[config.mk]
export PLATFORM = sky130hd
export DESIGN_NAME = npcs_ctrl
export DESIGN_NICKNAME = d
export VERILOG_FILES = /design/src/hw/rtl/npcs_pkg.sv /design/src/hw/rtl/npcs_ctrl.sv
export SDC_FILE = /design/constraint.sdc
export NUM_CORES = 1
export LEC_CHECK = 0
export ABC_CLOCK_PERIOD_IN_PS = 2700
export BUFFER_PORTS_ARGS = -buffer_cell sky130_fd_sc_hd__buf_2
export CAP_MARGIN = 20
export CELL_PAD_IN_SITES_DETAIL_PLACEMENT = 2
export CELL_PAD_IN_SITES_GLOBAL_PLACEMENT = 2
export CORE_UTILIZATION = 25
export CTS_CLUSTER_DIAMETER = 120
export DETAILED_ROUTE_END_ITERATION = 6
export PLACE_DENSITY = 0.88
export SYNTH_ARGS = -nofsm -noshare
export SYNTH_HDL_FRONTEND = slang
export SYNTH_SLANG_ARGS = --single-unit
export TNS_END_PERCENT = 50
[constraint.sdc]
create_clock -name clk -period 2.7 [get_ports clk]
set_clock_uncertainty 0.2 [all_clocks]
set_input_delay 0.135 -clock clk [delete_from_list [all_inputs] [get_ports clk]]
set_output_delay 0.135 -clock clk [all_outputs]
set_load 0.005 [all_outputs]
[src/hw/rtl/npcs_pkg.sv]
// ----------------------------------------------------------------------------
// npcs_pkg
// shared types and constants of the nearest palette color search block
// ----------------------------------------------------------------------------
package npcs_pkg;

  localparam int PAL_ENTRIES_DEF = 256;
  localparam int IDX_BITS        = 8;
  localparam int COMP_BITS       = 6;
  localparam int COLOR_BITS      = 8;
  localparam int DIST_BITS       = 18;
  localparam int CMD_BITS        = 2;
  localparam int IN_TDATA_W      = 56;
  localparam int OUT_TDATA_W     = 56;

  typedef enum logic [CMD_BITS-1:0] {
    CMD_WRITE = 2'd0,
    CMD_READ  = 2'd1,
    CMD_QUERY = 2'd2
  } cmd_t;

  // input request payload, last field in the low bits
  typedef struct packed {
    logic [COLOR_BITS-1:0] query_blue;
    logic [COLOR_BITS-1:0] query_green;
    logic [COLOR_BITS-1:0] query_red;
    logic [COMP_BITS-1:0]  entry_blue;
    logic [COMP_BITS-1:0]  entry_green;
    logic [COMP_BITS-1:0]  entry_red;
    logic [IDX_BITS-1:0]   entry_index;
  } item_t;

  // result payload, last field in the low bits
  typedef struct packed {
    logic [COLOR_BITS-1:0] color_blue;
    logic [COLOR_BITS-1:0] color_green;
    logic [COLOR_BITS-1:0] color_red;
    logic [DIST_BITS-1:0]  match_dist;
    logic [IDX_BITS-1:0]   best_index;
  } res_t;

  localparam int ITEM_W = $bits(item_t);
  localparam int RES_W  = $bits(res_t);

  typedef struct packed {
    logic [COMP_BITS-1:0] red;
    logic [COMP_BITS-1:0] green;
    logic [COMP_BITS-1:0] blue;
  } entry_t;

  typedef enum logic [2:0] {
    ST_IDLE,
    ST_READ,
    ST_READ_OUT,
    ST_SCAN,
    ST_DRAIN,
    ST_QUERY_OUT
  } state_t;

  // controller to datapath
  typedef struct packed {
    logic load;
    logic wr_en;
    logic rd_item;
    logic scan_clr;
    logic scan_rd;
    logic out_load;
    logic out_query;
  } ctrl_cmd_t;

  // datapath to controller
  typedef struct packed {
    logic scan_last;
    logic pipe_busy;
    logic out_free;
  } dp_stat_t;

endpackage

[src/hw/rtl/npcs_ctrl.sv]
// ----------------------------------------------------------------------------
// npcs_ctrl
// request sequencing: write, read and palette scan control
// ----------------------------------------------------------------------------
module npcs_ctrl
  import npcs_pkg::*;
(
  input  logic                clk,
  input  logic                rst_n,
  input  logic                in_valid,
  input  logic [CMD_BITS-1:0] in_cmd,
  output logic                in_ready,
  input  dp_stat_t            stat,
  output ctrl_cmd_t           cmd
);

  state_t state_r;
  state_t state_nxt;

  always_ff @(posedge clk) begin
    if (!rst_n) begin
      state_r <= ST_IDLE;
    end else begin
      state_r <= state_nxt;
    end
  end

  always_comb begin
    state_nxt = state_r;
    cmd       = '0;
    in_ready  = 1'b0;
    unique case (state_r)
      ST_IDLE: begin
        in_ready = 1'b1;
        if (in_valid) begin
          cmd.load = 1'b1;
          unique case (in_cmd)
            CMD_WRITE: cmd.wr_en = 1'b1;
            CMD_READ:  state_nxt = ST_READ;
            CMD_QUERY: begin
              cmd.scan_clr = 1'b1;
              state_nxt    = ST_SCAN;
            end
            default: state_nxt = ST_IDLE;
          endcase
        end
      end
      ST_READ: begin
        cmd.rd_item = 1'b1;
        state_nxt   = ST_READ_OUT;
      end
      ST_READ_OUT: begin
        if (stat.out_free) begin
          cmd.out_load = 1'b1;
          state_nxt    = ST_IDLE;
        end
      end
      ST_SCAN: begin
        cmd.scan_rd = 1'b1;
        if (stat.scan_last) begin
          state_nxt = ST_DRAIN;
        end
      end
      ST_DRAIN: begin
        if (!stat.pipe_busy) begin
          state_nxt = ST_QUERY_OUT;
        end
      end
      ST_QUERY_OUT: begin
        cmd.out_query = 1'b1;
        if (stat.out_free) begin
          cmd.out_load = 1'b1;
          state_nxt    = ST_IDLE;
        end
      end
      default: state_nxt = ST_IDLE;
    endcase
  end

`ifndef NO_ASSERTIONS
  a_load_free: assert property (@(posedge clk) disable iff (!rst_n)
    cmd.out_load |-> stat.out_free)
    else $error("result loaded while output register occupied");

  a_load_drained: assert property (@(posedge clk) disable iff (!rst_n)
    cmd.out_load |-> !stat.pipe_busy)
    else $error("result loaded while scan pipeline still busy");

  a_scan_start: assert property (@(posedge clk) disable iff (!rst_n)
    cmd.scan_clr |=> (state_r == ST_SCAN) && !stat.pipe_busy)
    else $error("query did not start a clean scan");
`endif

endmodule

==> results.md <==
* Netlist cell types at 26
* Die area at 1570 µm²
* CP arrival at 1.54 ns
* Hold Crit Depth at 4
* Number of flops mapped to enable cells by yosys at 0
* Synth top area share at 17.0%
* Worst-path clk slew at 0.03 ns
* Synthesized instance count at 40
* Final period util at 69.3%
* Critical Path Source Type: flop
* Largest net degree at the start of global routing at 12
* Number of I/O pins at 16
* Worst path cell trace: or3b_4 > a21boi_0 > buf_2
* DR pass1 iterations at 2
* Ys Warns at 0
* GR Overflow Total at 0
* Worst skew pair latency at 0.23 ns
* Final nets at 68
* Max Slew Vio Count at 0
* Dpl hpwl at 634 µm
* Via count at 332
* Core area at 1300 µm²
* WL/cell at 11.1 µm
* Worst r2r path cells at 4
* IO buf count at 15
* Hold bufs inserted after CTS at 1
* Number of flip-flops in the largest register at 3
* Area added between synthesis and finish at 29.0%
* Post-Syn Nets at 50
* CTS tree: done
* Peak VDD IR at 0.359 mV
* RePlAce Congestion at 0.790
* Synthesized area at 354 µm²
* Cell count along the critical path at 3
* Via density per instance at 4.61
* Regs by FF count: state_r (3)
* # Post-CTS Setup Buffers at 0
* TNS Setup at 0 ns
* Cell taking the most area after synthesis: dfxtp_1
* WP buf/inv at 1
* Worst path max stage delay at 0.55 ns
* Placed cells at 67
* DRC at 0
* Min cycle time layout at 1.87 ns
* Initial antenna violation count at 0
* Largest Register: state_r
* First DRT Iteration DRCs at 3
* Number of global-route vias before repair at 312
* Max Cap Viol at 0
* Power Density at 717 nW/µm²
* CTS sink count at 3
* Top Family by Delay on Critical Path: flip-flops
* Number of buffers on the longest clock path at 2
* Final non-filler cell total at 72
* N_diodes at 0
* H-tree Lvls at 1
* Row cnt at 13
* Total Wirelength at 801 µm
* Hold Fails Final Rpt at 0
* Worst Tran Pin Value at 0.416 ns
* Cts repair resizes at 0
* Top post-synthesis cells by area: dfxtp_1, a2111oi_4, ha_1
* CTS Root Cell: clkbuf_4
* Pleak at 0.231 nW
* Hold Crit Class: input port to flop
* First-pass GRT wire length at 1.34 mm
* Starting Density at 27.2%
* Crit path max-delay cell type: dfxtp_1
* ANT nets after route at 0
* Critical Path Fanout Max at 11
* Worst EP required at 2.37 ns
* Ys flop type: dfxtp_1
* Sequential cell area fraction in the yosys report at 17.0%
* HP Start: stat[2]
* Yosys reg bits at 3
* WS Path Type: flop to primary output
* Setup violations, final at 0
* Status: finished clean
* Crit end category: primary output
* Die Ht at 39.6 µm
* RSZ-0062 raised after global routing: no
* Final worst setup slack at 0.828 ns
* FF-to-FF End: state_r[1]$_SDFFE_PN0P_
* Avg Inst Size Synth at 8.85 µm²
* Worst slew margin at 72.2%
* Overall Global Routing Usage at 13.0%
* Share of layout cells above drive strength 1 at 42.1%
* CTS Buf Count at 3
* Worst r2r src: state_r[1]$_SDFFE_PN0P_
* Die Wd at 39.6 µm
* Post-synthesis async set-or-reset flop share at 0%
* Pre-CTS setup slack at 0.888 ns
* Fmax at 534 MHz
* Worst R2R Setup Slack at 0.91 ns
* Hold endpoint: state_r[0]$_SDFFE_PN0P_
## layout by cell type (no fill, tap or decap), drive strengths merged
| cell | n |
|---|---|
| buf | 15 |
| inv | 5 |
| clkbuf | 4 |
| dfxtp | 3 |
| nor3b | 3 |
| nand3b | 2 |
| and3 | 2 |
| nand2 | 2 |
| o21a | 2 |
| nor2 | 2 |
| ha | 2 |
| nor3 | 2 |
| and2 | 2 |
| a21oi | 2 |
| or3b | 1 |
| a21boi | 1 |
| nor2b | 1 |
| a2111oi | 1 |
| nor4 | 1 |
| o41a | 1 |
| o211ai | 1 |
| mux2i | 1 |
| dlygate4sd3 | 1 |
## area by class of cell
| class | instances | area (µm²) |
|---|---|---|
| inverter | 5 | 18.8 |
| fill | 159 | 845 |
| multi-input combinational | 29 | 248 |
| sequential | 3 | 60.1 |
| timing repair buffer | 16 | 85.1 |
| clock buffer | 4 | 26.3 |
| tap | 15 | 18.8 |
## Yosys cell counts (all sizes together), types with 2 or more instances
| cell | instances |
|---|---|
| o21a | 2 |
| a21oi | 2 |
| ha | 2 |
| nor3b | 3 |
| nor3 | 2 |
| dfxtp | 3 |
| nand3b | 2 |
| nor2 | 2 |
| buf | 3 |
| and3 | 2 |
| nand2 | 2 |
| and2 | 2 |
| inv | 5 |
## worst max-delay path by stage
stage	from	end	slack (ns)
5_1_grt	state_r[1]$_SDFFE_PN0P_	cmd[1]	0.71
6_report	state_r[1]$_SDFFE_PN0P_	cmd[1]	0.83
3_3_place_gp	state_r[1]$_SDFFE_PN0P_	state_r[1]$_SDFFE_PN0P_	0.99
2_1_floorplan	state_r[2]$_SDFFE_PN0P_	state_r[2]$_SDFFE_PN0P_	1.15
4_1_cts	state_r[1]$_SDFFE_PN0P_	cmd[1]	0.80
3_5_place_dp	state_r[1]$_SDFFE_PN0P_	state_r[1]$_SDFFE_PN0P_	0.89
## cell families after synthesis
| group | count (synthesis) | synth area share [%] |
|---|---|---|
| AO/OA/AOI/OAI | 8 | 25.4 |
| multiplexers | 1 | 2.83 |
| AND/OR/NAND/NOR | 18 | 34.6 |
| flip-flops | 3 | 17.0 |
| buffers and inverters | 8 | 13.1 |
| adder cells (fa/ha/maj) | 2 | 7.07 |
## per-layer routing
layer | track usage (%) | up-vias | part of all wire [%]
met5 | 0 | - | 0
li1 | - | 173 | -
met3 | 3.41 | 0 | 1.7
met4 | 7.76 | 0 | 0
met2 | 19.7 | 4 | 49
met1 | 16.3 | 155 | 49
## where the power goes
group	total [mW]	leakage, nW	switching [mW]	internal [mW]
combinational	0.154	0.191	0.0654	0.0883
sequential	0.0984	0.0247	0.0407	0.0577
clock	0.0756	0.0150	0.0204	0.0552
## through the flow
stage	hold slack, ns	util [%]	instance area (µm²)	power [mW]
5_1_grt	0.196	35.1	457	0.358
2_1_floorplan	0.0525	-	354	0.221
3_5_place_dp	0.228	32.3	420	0.255
6_report	0.171	35.1	457	0.328
3_3_place_gp	0.199	32.3	420	0.248
4_1_cts	0.176	35.1	457	0.336
## worst reg2reg max path: cells and delay by family, from the launching register on
kind | cells | cell delay [ns]
AOI/OAI and AO/OA | 2 | 0.41
and+or+nand+nor | 2 | 0.52
DFF | 1 | 0.55
Power figures use the tool's default switching activity.
